--- src/imm_pkg.sv ---
// ----------------------------------------------------------------------------
// imm_pkg
// Shared sizes, codes, pipeline structs and helpers of the matrix multiplier.
// ----------------------------------------------------------------------------
package imm_pkg;

  localparam int MAX_DIM    = 8;
  localparam int DATA_WIDTH = 32;

  localparam int WORD_W    = 32;
  localparam int POS_W     = 3;
  localparam int KIND_W    = 2;
  localparam int CFG_W     = 4;
  localparam int CFG_IDX_W = 3;
  localparam int IDX_W     = (MAX_DIM > 1) ? $clog2(MAX_DIM) : 1;
  localparam int ADDR_W    = $clog2(MAX_DIM * MAX_DIM);

  typedef enum logic [KIND_W-1:0] {
    KIND_LOAD_A  = 2'd0,
    KIND_LOAD_B  = 2'd1,
    KIND_COMPUTE = 2'd2
  } kind_t;

  typedef enum logic [CFG_IDX_W-1:0] {
    REG_A_ROWS = 3'd0,
    REG_A_COLS = 3'd1,
    REG_B_ROWS = 3'd2,
    REG_B_COLS = 3'd3
  } reg_idx_t;

  typedef enum logic [2:0] {
    ST_IDLE = 3'b001,
    ST_RUN  = 3'b010,
    ST_ERR  = 3'b100
  } state_t;

  typedef struct packed {
    logic             valid;
    logic             first;
    logic             fin;
    logic             last;
    logic [POS_W-1:0] row;
    logic [POS_W-1:0] col;
  } mac_tag_t;

  typedef struct packed {
    logic              valid;
    logic              last;
    logic [POS_W-1:0]  row;
    logic [POS_W-1:0]  col;
    logic [WORD_W-1:0] value;
  } mac_res_t;

  function automatic logic [CFG_W-1:0] eff_dim(input logic [CFG_W-1:0] r);
    logic [CFG_W-1:0] d;
    if (r == '0) begin
      d = CFG_W'(1);
    end else if (r > CFG_W'(MAX_DIM)) begin
      d = CFG_W'(MAX_DIM);
    end else begin
      d = r;
    end
    return d;
  endfunction

  function automatic logic [ADDR_W-1:0] cell_addr(input logic [POS_W-1:0] row,
                                                  input logic [POS_W-1:0] col);
    return ADDR_W'(ADDR_W'(row) * ADDR_W'(MAX_DIM) + ADDR_W'(col));
  endfunction

  function automatic logic [WORD_W-1:0] sext_data(input logic [DATA_WIDTH-1:0] v);
    return WORD_W'($signed(v));
  endfunction

endpackage

--- src/imm_if.sv ---
// ----------------------------------------------------------------------------
// imm_if
// Handshake channels of the matrix multiplier: input, result, register write.
// ----------------------------------------------------------------------------
interface imm_in_if;
  logic                                   valid;
  logic                                   ready;
  logic        [imm_pkg::KIND_W-1:0]      kind;
  logic        [imm_pkg::POS_W-1:0]       row_index;
  logic        [imm_pkg::POS_W-1:0]       col_index;
  logic signed [imm_pkg::WORD_W-1:0]      elem_value;

  modport source (output valid, kind, row_index, col_index, elem_value, input ready);
  modport sink   (input valid, kind, row_index, col_index, elem_value, output ready);
endinterface

interface imm_out_if;
  logic                                   valid;
  logic                                   ready;
  logic        [imm_pkg::POS_W-1:0]       out_row;
  logic        [imm_pkg::POS_W-1:0]       out_col;
  logic signed [imm_pkg::WORD_W-1:0]      out_value;
  logic                                   last;
  logic                                   size_error;

  modport source (output valid, out_row, out_col, out_value, last, size_error,
                  input ready);
  modport sink   (input valid, out_row, out_col, out_value, last, size_error,
                  output ready);
endinterface

interface imm_cfg_if;
  logic                              valid;
  logic                              ready;
  logic [imm_pkg::CFG_IDX_W-1:0]     index;
  logic [imm_pkg::CFG_W-1:0]         data;

  modport source (output valid, index, data, input ready);
  modport sink   (input valid, index, data, output ready);
endinterface

--- src/imm_ram.sv ---
// ----------------------------------------------------------------------------
// imm_ram
// Simple dual-port synchronous RAM, one write and one registered read port.
// ----------------------------------------------------------------------------
module imm_ram #(
  parameter int ADDR_W = 6,
  parameter int DATA_W = 32
) (
  input  logic              clk,
  input  logic              we,
  input  logic [ADDR_W-1:0] waddr,
  input  logic [DATA_W-1:0] wdata,
  input  logic [ADDR_W-1:0] raddr,
  output logic [DATA_W-1:0] rdata
);

  logic [DATA_W-1:0] mem [2**ADDR_W];

  always_ff @(posedge clk) begin
    if (we) begin
      mem[waddr] <= wdata;
    end
  end

  always_ff @(posedge clk) begin
    rdata <= mem[raddr];
  end

endmodule

--- src/imm_mac.sv ---
// ----------------------------------------------------------------------------
// imm_mac
// Multiply-accumulate pipeline: RAM read, multiply, accumulate per element.
// ----------------------------------------------------------------------------
module imm_mac (
  input  logic                              clk,
  input  logic                              rst_n,
  input  imm_pkg::mac_tag_t                 tag_in,
  input  logic [imm_pkg::DATA_WIDTH-1:0]    a_rdata,
  input  logic [imm_pkg::DATA_WIDTH-1:0]    b_rdata,
  output logic                              busy,
  output imm_pkg::mac_res_t                 res
);

  imm_pkg::mac_tag_t               tag1_r;
  imm_pkg::mac_tag_t               tag2_r;
  logic [imm_pkg::WORD_W-1:0]      prod_r;
  logic [imm_pkg::WORD_W-1:0]      acc_r;
  logic [imm_pkg::WORD_W-1:0]      sum;
  logic [imm_pkg::WORD_W-1:0]      prod_full;

  assign prod_full = imm_pkg::sext_data(a_rdata) * imm_pkg::sext_data(b_rdata);
  assign sum       = (tag2_r.first ? '0 : acc_r) + prod_r;
  assign busy      = tag1_r.valid | tag2_r.valid;

  always_ff @(posedge clk) begin
    if (!rst_n) begin
      tag1_r.valid <= 1'b0;
      tag2_r.valid <= 1'b0;
    end else begin
      tag1_r <= tag_in;
      tag2_r <= tag1_r;
    end
  end

  always_ff @(posedge clk) begin
    prod_r <= prod_full;
    if (tag2_r.valid) begin
      acc_r <= sum;
    end
  end

  always_comb begin
    res.valid = tag2_r.valid & tag2_r.fin;
    res.last  = tag2_r.last;
    res.row   = tag2_r.row;
    res.col   = tag2_r.col;
    res.value = imm_pkg::sext_data(sum[imm_pkg::DATA_WIDTH-1:0]);
  end

endmodule

--- src/integer_matrix_multiply.sv ---
// ----------------------------------------------------------------------------
// integer_matrix_multiply: A x B over two element RAMs, row-major results.
// Load words are taken only while idle. Product element: the read, multiply
// and accumulate stages drain before the next element starts.
// A size mismatch gives a single error word with last set, and no results.
// Reset: dimensions go to 8, the RAMs keep contents, no clearing pass.
// ----------------------------------------------------------------------------
module integer_matrix_multiply (
  input  logic       clk,
  input  logic       rst_n,
  imm_in_if.sink     in_ch,
  imm_out_if.source  out_ch,
  imm_cfg_if.sink    cfg_ch
);

  imm_pkg::state_t                 state_r, state_nxt;
  logic [imm_pkg::CFG_W-1:0]       a_rows_r, a_cols_r, b_rows_r, b_cols_r;
  logic [imm_pkg::IDX_W-1:0]       i_r, i_nxt, j_r, j_nxt, l_r, l_nxt;

  logic                            out_valid_r;
  logic [imm_pkg::POS_W-1:0]       out_row_r, out_col_r;
  logic [imm_pkg::WORD_W-1:0]      out_value_r;
  logic                            out_last_r, out_err_r;

  logic [imm_pkg::CFG_W-1:0]       ar, ac, br, bc;
  logic                            in_acc, in_range, we_a, we_b;
  logic [imm_pkg::ADDR_W-1:0]      waddr;
  logic [imm_pkg::ADDR_W-1:0]      raddr_a, raddr_b;
  logic [imm_pkg::DATA_WIDTH-1:0]  a_rdata, b_rdata;
  logic [imm_pkg::POS_W-1:0]       i_pos, j_pos, l_pos;
  logic                            i_end, j_end, l_end;
  logic                            out_free, issue, err_load, mac_busy;
  imm_pkg::mac_tag_t               tag;
  imm_pkg::mac_res_t               res;
  imm_pkg::kind_t                  kind;

  assign ar = imm_pkg::eff_dim(a_rows_r);
  assign ac = imm_pkg::eff_dim(a_cols_r);
  assign br = imm_pkg::eff_dim(b_rows_r);
  assign bc = imm_pkg::eff_dim(b_cols_r);

  assign kind        = imm_pkg::kind_t'(in_ch.kind);
  assign in_ch.ready = (state_r == imm_pkg::ST_IDLE);
  assign in_acc      = in_ch.valid & in_ch.ready;
  assign in_range    = ({1'b0, in_ch.row_index} < (imm_pkg::POS_W+1)'(imm_pkg::MAX_DIM)) &&
                       ({1'b0, in_ch.col_index} < (imm_pkg::POS_W+1)'(imm_pkg::MAX_DIM));
  assign we_a        = in_acc && in_range && (kind == imm_pkg::KIND_LOAD_A);
  assign we_b        = in_acc && in_range && (kind == imm_pkg::KIND_LOAD_B);
  assign waddr       = imm_pkg::cell_addr(in_ch.row_index, in_ch.col_index);

  assign i_pos   = imm_pkg::POS_W'(i_r);
  assign j_pos   = imm_pkg::POS_W'(j_r);
  assign l_pos   = imm_pkg::POS_W'(l_r);
  assign i_end   = (imm_pkg::CFG_W'(i_r) == ar - 1'b1);
  assign j_end   = (imm_pkg::CFG_W'(j_r) == bc - 1'b1);
  assign l_end   = (imm_pkg::CFG_W'(l_r) == ac - 1'b1);
  assign raddr_a = imm_pkg::cell_addr(i_pos, l_pos);
  assign raddr_b = imm_pkg::cell_addr(l_pos, j_pos);

  assign out_free = !out_valid_r || out_ch.ready;
  assign issue    = (state_r == imm_pkg::ST_RUN) &&
                    ((l_r != '0) || (out_free && !mac_busy));
  assign err_load = (state_r == imm_pkg::ST_ERR) && out_free && !mac_busy;

  always_comb begin
    tag.valid = issue;
    tag.first = (l_r == '0);
    tag.fin   = l_end;
    tag.last  = i_end & j_end;
    tag.row   = i_pos;
    tag.col   = j_pos;
  end

  imm_ram #(.ADDR_W(imm_pkg::ADDR_W), .DATA_W(imm_pkg::DATA_WIDTH)) u_ram_a (
    .clk   (clk),
    .we    (we_a),
    .waddr (waddr),
    .wdata (in_ch.elem_value[imm_pkg::DATA_WIDTH-1:0]),
    .raddr (raddr_a),
    .rdata (a_rdata)
  );

  imm_ram #(.ADDR_W(imm_pkg::ADDR_W), .DATA_W(imm_pkg::DATA_WIDTH)) u_ram_b (
    .clk   (clk),
    .we    (we_b),
    .waddr (waddr),
    .wdata (in_ch.elem_value[imm_pkg::DATA_WIDTH-1:0]),
    .raddr (raddr_b),
    .rdata (b_rdata)
  );

  imm_mac u_mac (
    .clk     (clk),
    .rst_n   (rst_n),
    .tag_in  (tag),
    .a_rdata (a_rdata),
    .b_rdata (b_rdata),
    .busy    (mac_busy),
    .res     (res)
  );

  always_comb begin
    state_nxt = state_r;
    i_nxt     = i_r;
    j_nxt     = j_r;
    l_nxt     = l_r;
    unique case (state_r)
      imm_pkg::ST_IDLE: begin
        if (in_acc && (kind == imm_pkg::KIND_COMPUTE)) begin
          i_nxt = '0;
          j_nxt = '0;
          l_nxt = '0;
          state_nxt = (ac != br) ? imm_pkg::ST_ERR : imm_pkg::ST_RUN;
        end
      end
      imm_pkg::ST_RUN: begin
        if (issue) begin
          if (!l_end) begin
            l_nxt = l_r + 1'b1;
          end else begin
            l_nxt = '0;
            if (!j_end) begin
              j_nxt = j_r + 1'b1;
            end else begin
              j_nxt = '0;
              if (!i_end) begin
                i_nxt = i_r + 1'b1;
              end else begin
                state_nxt = imm_pkg::ST_IDLE;
              end
            end
          end
        end
      end
      imm_pkg::ST_ERR: begin
        if (err_load) begin
          state_nxt = imm_pkg::ST_IDLE;
        end
      end
      default: state_nxt = imm_pkg::ST_IDLE;
    endcase
  end

  always_ff @(posedge clk) begin
    if (!rst_n) begin
      state_r <= imm_pkg::ST_IDLE;
      i_r     <= '0;
      j_r     <= '0;
      l_r     <= '0;
    end else begin
      state_r <= state_nxt;
      i_r     <= i_nxt;
      j_r     <= j_nxt;
      l_r     <= l_nxt;
    end
  end

  assign cfg_ch.ready = 1'b1;

  always_ff @(posedge clk) begin
    if (!rst_n) begin
      a_rows_r <= imm_pkg::CFG_W'(imm_pkg::MAX_DIM);
      a_cols_r <= imm_pkg::CFG_W'(imm_pkg::MAX_DIM);
      b_rows_r <= imm_pkg::CFG_W'(imm_pkg::MAX_DIM);
      b_cols_r <= imm_pkg::CFG_W'(imm_pkg::MAX_DIM);
    end else if (cfg_ch.valid && cfg_ch.ready) begin
      unique case (imm_pkg::reg_idx_t'(cfg_ch.index))
        imm_pkg::REG_A_ROWS: a_rows_r <= cfg_ch.data;
        imm_pkg::REG_A_COLS: a_cols_r <= cfg_ch.data;
        imm_pkg::REG_B_ROWS: b_rows_r <= cfg_ch.data;
        imm_pkg::REG_B_COLS: b_cols_r <= cfg_ch.data;
        default: ;
      endcase
    end
  end

  always_ff @(posedge clk) begin
    if (!rst_n) begin
      out_valid_r <= 1'b0;
    end else if (res.valid || err_load) begin
      out_valid_r <= 1'b1;
    end else if (out_ch.ready) begin
      out_valid_r <= 1'b0;
    end
  end

  always_ff @(posedge clk) begin
    if (res.valid) begin
      out_row_r   <= res.row;
      out_col_r   <= res.col;
      out_value_r <= res.value;
      out_last_r  <= res.last;
      out_err_r   <= 1'b0;
    end else if (err_load) begin
      out_row_r   <= '0;
      out_col_r   <= '0;
      out_value_r <= '0;
      out_last_r  <= 1'b1;
      out_err_r   <= 1'b1;
    end
  end

  assign out_ch.valid      = out_valid_r;
  assign out_ch.out_row    = out_row_r;
  assign out_ch.out_col    = out_col_r;
  assign out_ch.out_value  = out_value_r;
  assign out_ch.last       = out_last_r;
  assign out_ch.size_error = out_err_r;

endmodule
--- src/flat_wrapper.sv ---
// flat-port wrapper written by rule: the top's interface ports become plain ports
module integer_matrix_multiply_flat 
  (clk, rst_n, in_ch_valid, in_ch_kind, in_ch_row_index, in_ch_col_index, in_ch_elem_value, in_ch_ready, out_ch_valid, out_ch_out_row, out_ch_out_col, out_ch_out_value, out_ch_last, out_ch_size_error, out_ch_ready, cfg_ch_valid, cfg_ch_index, cfg_ch_data, cfg_ch_ready);
  imm_in_if in_ch_i ();
  imm_out_if out_ch_i ();
  imm_cfg_if cfg_ch_i ();
  input  logic clk;
  input  logic rst_n;
  input wire logic [$bits(in_ch_i.valid)-1:0] in_ch_valid;
  input wire logic [$bits(in_ch_i.kind)-1:0] in_ch_kind;
  input wire logic [$bits(in_ch_i.row_index)-1:0] in_ch_row_index;
  input wire logic [$bits(in_ch_i.col_index)-1:0] in_ch_col_index;
  input wire logic [$bits(in_ch_i.elem_value)-1:0] in_ch_elem_value;
  output wire logic [$bits(in_ch_i.ready)-1:0] in_ch_ready;
  output wire logic [$bits(out_ch_i.valid)-1:0] out_ch_valid;
  output wire logic [$bits(out_ch_i.out_row)-1:0] out_ch_out_row;
  output wire logic [$bits(out_ch_i.out_col)-1:0] out_ch_out_col;
  output wire logic [$bits(out_ch_i.out_value)-1:0] out_ch_out_value;
  output wire logic [$bits(out_ch_i.last)-1:0] out_ch_last;
  output wire logic [$bits(out_ch_i.size_error)-1:0] out_ch_size_error;
  input wire logic [$bits(out_ch_i.ready)-1:0] out_ch_ready;
  input wire logic [$bits(cfg_ch_i.valid)-1:0] cfg_ch_valid;
  input wire logic [$bits(cfg_ch_i.index)-1:0] cfg_ch_index;
  input wire logic [$bits(cfg_ch_i.data)-1:0] cfg_ch_data;
  output wire logic [$bits(cfg_ch_i.ready)-1:0] cfg_ch_ready;
  assign in_ch_i.valid = in_ch_valid;
  assign in_ch_i.kind = in_ch_kind;
  assign in_ch_i.row_index = in_ch_row_index;
  assign in_ch_i.col_index = in_ch_col_index;
  assign in_ch_i.elem_value = in_ch_elem_value;
  assign in_ch_ready = in_ch_i.ready;
  assign out_ch_valid = out_ch_i.valid;
  assign out_ch_out_row = out_ch_i.out_row;
  assign out_ch_out_col = out_ch_i.out_col;
  assign out_ch_out_value = out_ch_i.out_value;
  assign out_ch_last = out_ch_i.last;
  assign out_ch_size_error = out_ch_i.size_error;
  assign out_ch_i.ready = out_ch_ready;
  assign cfg_ch_i.valid = cfg_ch_valid;
  assign cfg_ch_i.index = cfg_ch_index;
  assign cfg_ch_i.data = cfg_ch_data;
  assign cfg_ch_ready = cfg_ch_i.ready;
  integer_matrix_multiply u_core (.clk(clk), .rst_n(rst_n), .in_ch(in_ch_i), .out_ch(out_ch_i), .cfg_ch(cfg_ch_i));
endmodule
--- config.mk ---
export PLATFORM = sky130hd
export DESIGN_NAME = integer_matrix_multiply_flat
export DESIGN_NICKNAME = d
export VERILOG_FILES = /design/src/imm_pkg.sv /design/src/imm_if.sv /design/src/imm_ram.sv /design/src/imm_mac.sv /design/src/integer_matrix_multiply.sv /design/src/flat_wrapper.sv
export SDC_FILE = /design/constraint.sdc
export NUM_CORES = 2
export LEC_CHECK = 0
export BUFFER_PORTS_ARGS = -buffer_cell sky130_fd_sc_hd__buf_2
export CAP_MARGIN = 15
export CORE_MARGIN = 1.5
export CORE_UTILIZATION = 46
export CTS_CLUSTER_DIAMETER = 30
export DETAILED_ROUTE_END_ITERATION = 8
export GPL_TIMING_DRIVEN = 1
export SETUP_SLACK_MARGIN = 0.5
export SLEW_MARGIN = 25
export SYNTH_ARGS = -nofsm -noshare
export SYNTH_HDL_FRONTEND = slang
export SYNTH_HIERARCHICAL = 1
export SYNTH_SLANG_ARGS = --single-unit
--- constraint.sdc ---
create_clock -name clk -period 10.44 [get_ports clk]
set_input_delay 0 -clock clk [delete_from_list [all_inputs] [get_ports clk]]
set_output_delay 0 -clock clk [all_outputs]
set_load 0.03 [all_outputs]
==> impl_metrics.py <==
metrics = {
    "global_route": {
        "grt_pass1_vias": 97100,
        "met2_usage": 0.396,
        "grt_overflow": 0,
        "use_met3": 0.0500,
        "track_usage": 0.244,
        "use_met1": 0.336,
        "grt_pass1_wl_mm": 694,
        "top_usage_layer": "met2",
        "grt_max_degree": 109,
        "antenna_found_initial": 28,
    },
    "setup_path": {
        "cp-start-kind": "flop",
        "crit_chain": "nand2_1 -> fa_1 -> fa_1 -> inv_1 -> fa_1 -> inv_1 -> fa_1 -> inv_1 -> ha_1 -> ha_1 -> inv_1 -> fa_1 -> fa_1 -> inv_1 -> ha_1 -> a2111oi_0 -> nand2_1 -> a21oi_1 -> a21oi_1 -> o41ai_2 -> o2111ai_1 -> a21oi_1 -> xnor2_1",
        "critPathCaptureType": "flop",
        "path_class": "flop to flop",
        "path_common_cell": "fa_1",
        "crit_required_ps": 11410,
        "path_delay_family": "adder cells",
        "crit_buf_inv": 5,
        "critical_path.slowest_cell": "dfxtp_1",
        "arrival_ps": 8480,
        "cp_max_fo": 23,
        "max_stage_delay_ps": 960,
    },
    "logic_synthesis": {
        "yosysWarnings": 6,
        "syn_inst": 9009,
        "synth.top_cell.area_share": 0.699,
        "ys_ff_latch": 4313,
        "synth_nets": 9631,
        "synth.distinct_cells": 79,
        "synth_edf_count": 4185,
        "syn_avg_cell_area_um2": 20.0,
        "ys_seq_area_frac": 0.713,
        "synth_area_leaders": "edfxtp_1 (70%), mux4_2 (14%), fa_1 (4.6%), dfxtp_1 (1.4%), mux2i_1 (1.1%)",
        "synth_top_cell_by_area": "edfxtp_1",
        "syn-cell-area_um2": 180000,
        "synth_ff_type": "edfxtp_1",
        "async_flop_share": 0,
    },
    "route": {
        "drt_iter0_markers": 9903,
        "wl_mm": 484,
        "routed_via_density": 5.92,
        "drt_first_pass_iters": 9,
        "drc": 26,
        "wl_per_cell_um": 30.9,
        "vias": 92600,
        "final_antenna_net_count": 0,
    },
    "placement": {
        "postPlaceCellArea_um2": 188000,
        "dp_hpwl_mm": 274,
        "io_buffer_count": 93,
        "routabilityCongestion": 0.822,
        "dp_worst_setup_slack_ps": 2770,
    },
    "run_status": {
        "violations": "DRC",
        "status": "complete, but fails checks",
    },
    "die": {
        "rows": 229,
        "num_io_pins": 95,
        "die_height_um": 628,
        "dieArea_um2": 395000,
        "core_area_um2": 389000,
        "die_w_um": 628,
        "start_util": 0.462,
    },
    "flow_run": {
        "max-cap-violations": 0,
    },
    "power": {
        "ir_drop_mv": 0.203,
        "power.density_nw_per_um2": 212,
        "power.leakage_nw": 70.3,
    },
    "clocking": {
        "numCtsBuffers": 784,
        "cts-root-buf": "clkbuf_16",
        "clkSlewWorstSetupHoldPaths_ps": 50,
        "htree_levels": 6,
        "cts_tree": "built",
        "clock_path_buffers": 4,
        "insertion_delay_ps": 1090,
        "cts_sinks": 4313,
        "cts_resized": 0,
    },
    "timing": {
        "timing.final.crit_period_ps": 7510,
        "hold_viol": 0,
        "fin_crit_sh": 0.719,
        "relSlewSlack": 0.259,
        "finClkSkew_ps": 63.5,
        "fin_ws_ps": 2930,
        "fmax_ghz": 0.133,
        "tns_ps": 0,
        "grt_setup_unrepaired": "no",
        "worst_pin_slew_ps": 1110,
        "slew_viol_final": 0,
        "setup-violations-final": 0,
    },
    "finish": {
        "area_delta_synth_final_pct": 20.2,
        "stdcell_area_um2": 216000,
        "drive_gt1_frac": 0.282,
        "nets": 10400,
        "fill_cells": 29200,
    },
    "min_path": {
        "hp-class": "primary input to flop",
    },
}
state kept, by name, indices dropped and copies added (netlist names), 4 cells and up:
register                 cells
u_core/a_cols_r              4
u_core/a_rows_r              4
u_core/b_cols_r              4
u_core/b_rows_r              4
u_core/out_ch.out_value     32
u_core/u_mac/acc_r          32
u_core/u_mac/prod_r         32
u_core/u_mac/res             7
u_core/u_mac/tag1_r         10
u_core/u_ram_a/mem        2048
u_core/u_ram_a/rdata        32
u_core/u_ram_b/mem        2048
u_core/u_ram_b/rdata        32
cell families (layout without fill, tap and decap cells):
logic type	after synthesis	after routing	synth area share
mux	1292	1292	0.148
compound gates	576	576	0.0210
fa+ha+maj	570	570	0.0567
simple gates	1240	1240	0.0343
flops	4313	4313	0.713
buf+inv	893	2323	0.0211
other cells	1	14	0.0000209
xor+xnor	124	124	0.00604
cell usage after synthesis, types with 24 or more instances:
library cell / n
nand2b_1: 32
a21oi_1: 177
dfxtp_1: 128
fa_1: 409
mux4_2: 1088
mux2i_1: 203
and2_1: 320
a21o_1: 27
nor2b_1: 84
nor3_1: 28
clkbuf_1: 253
buf_2: 114
ha_1: 161
xnor2_1: 98
nand2_1: 353
a22oi_1: 24
nor2_1: 305
buf_4: 58
inv_1: 414
xor2_1: 26
edfxtp_1: 4185
o22ai_1: 170
o221ai_1: 56
o21ai_0: 30
buf_1: 42
cell usage in the layout (no fill, tap or decap), drive strengths merged, types with 170 or more instances in the layout:
cell / synthesis / layout
edfxtp: 4185 / 4185
nand2: 353 / 353
clkbuf: 253 / 865
o22ai: 170 / 170
mux4: 1088 / 1088
clkinv: 0 / 311
inv: 414 / 492
fa: 409 / 409
a21oi: 177 / 177
nor2: 305 / 305
mux2i: 203 / 203
buf: 226 / 367
and2: 320 / 320
through the flow:
step                      utilization  std cells  hold WS (ps)  total power, W
after floorplan                     -       9009          98.9          0.0198
after global placement          0.483      14100           305          0.0203
after detailed placement        0.483      14100           319          0.0203
after CTS                       0.555      15600         0.836          0.0461
after global routing            0.556      15600          32.3          0.0470
final                           0.556      15600          34.5          0.0458
cell type report:
cell class                 instances  area [um2]  area share
sequential                      4313      128000       0.593
clock inverter                   600        7260      0.0336
multi-input combinational       3803       48800       0.226
timing repair buffer             444        3570      0.0165
tap                             5197        6500      0.0301
antenna                           13        32.5    0.000150
inverter                         414        1550     0.00719
clock buffer                     865       20200      0.0934
where the power goes:
group | total (W) | internal, W | switching (W)
combinational | 0.000883 | 0.000239 | 0.000644
sequential | 0.0191 | 0.0191 | 0.0000442
clock | 0.0258 | 0.0169 | 0.00892
total | 0.0458 | 0.0362 | 0.00961
final timing paths:
check / slack [ps] / cells past startpoint / start / endpoint
worst max-delay path: 2930 / 23 / u_core/u_ram_a/rdata[9]$_DFF_P_ / u_core/u_mac/prod_r[30]$_DFF_P_
worst min-delay path: 30 / 2 / in_ch_elem_value[0] / u_core/u_ram_b/mem[60][0]$_DFFE_PP_
worst max register to register: 2930 / 23 / u_core/u_ram_a/rdata[9]$_DFF_P_ / u_core/u_mac/prod_r[30]$_DFF_P_
worst min register to register: 420 / 0 / u_core/u_mac/tag1_r[3]$_DFFE_PP_ / u_core/u_mac/res[35]$_DFFE_PP_
what timing repair did:
| action | 4_1_cts | 5_1_grt |
|---|---|---|
| buffers inserted | 0 | 0 |
| endpoints found under the hold margin | 2264 | 0 |
| hold buffers | 78 | 0 |
routing by layer:
| layer | share of wire | wire (um) |
|---|---|---|
| met5 | 0.000039 | 19 |
| met4 | 0.028 | 13700 |
| met3 | 0.084 | 40600 |
| met2 | 0.48 | 234000 |
| met1 | 0.40 | 196000 |
Note: power is estimated with default switching activity, not from simulation.
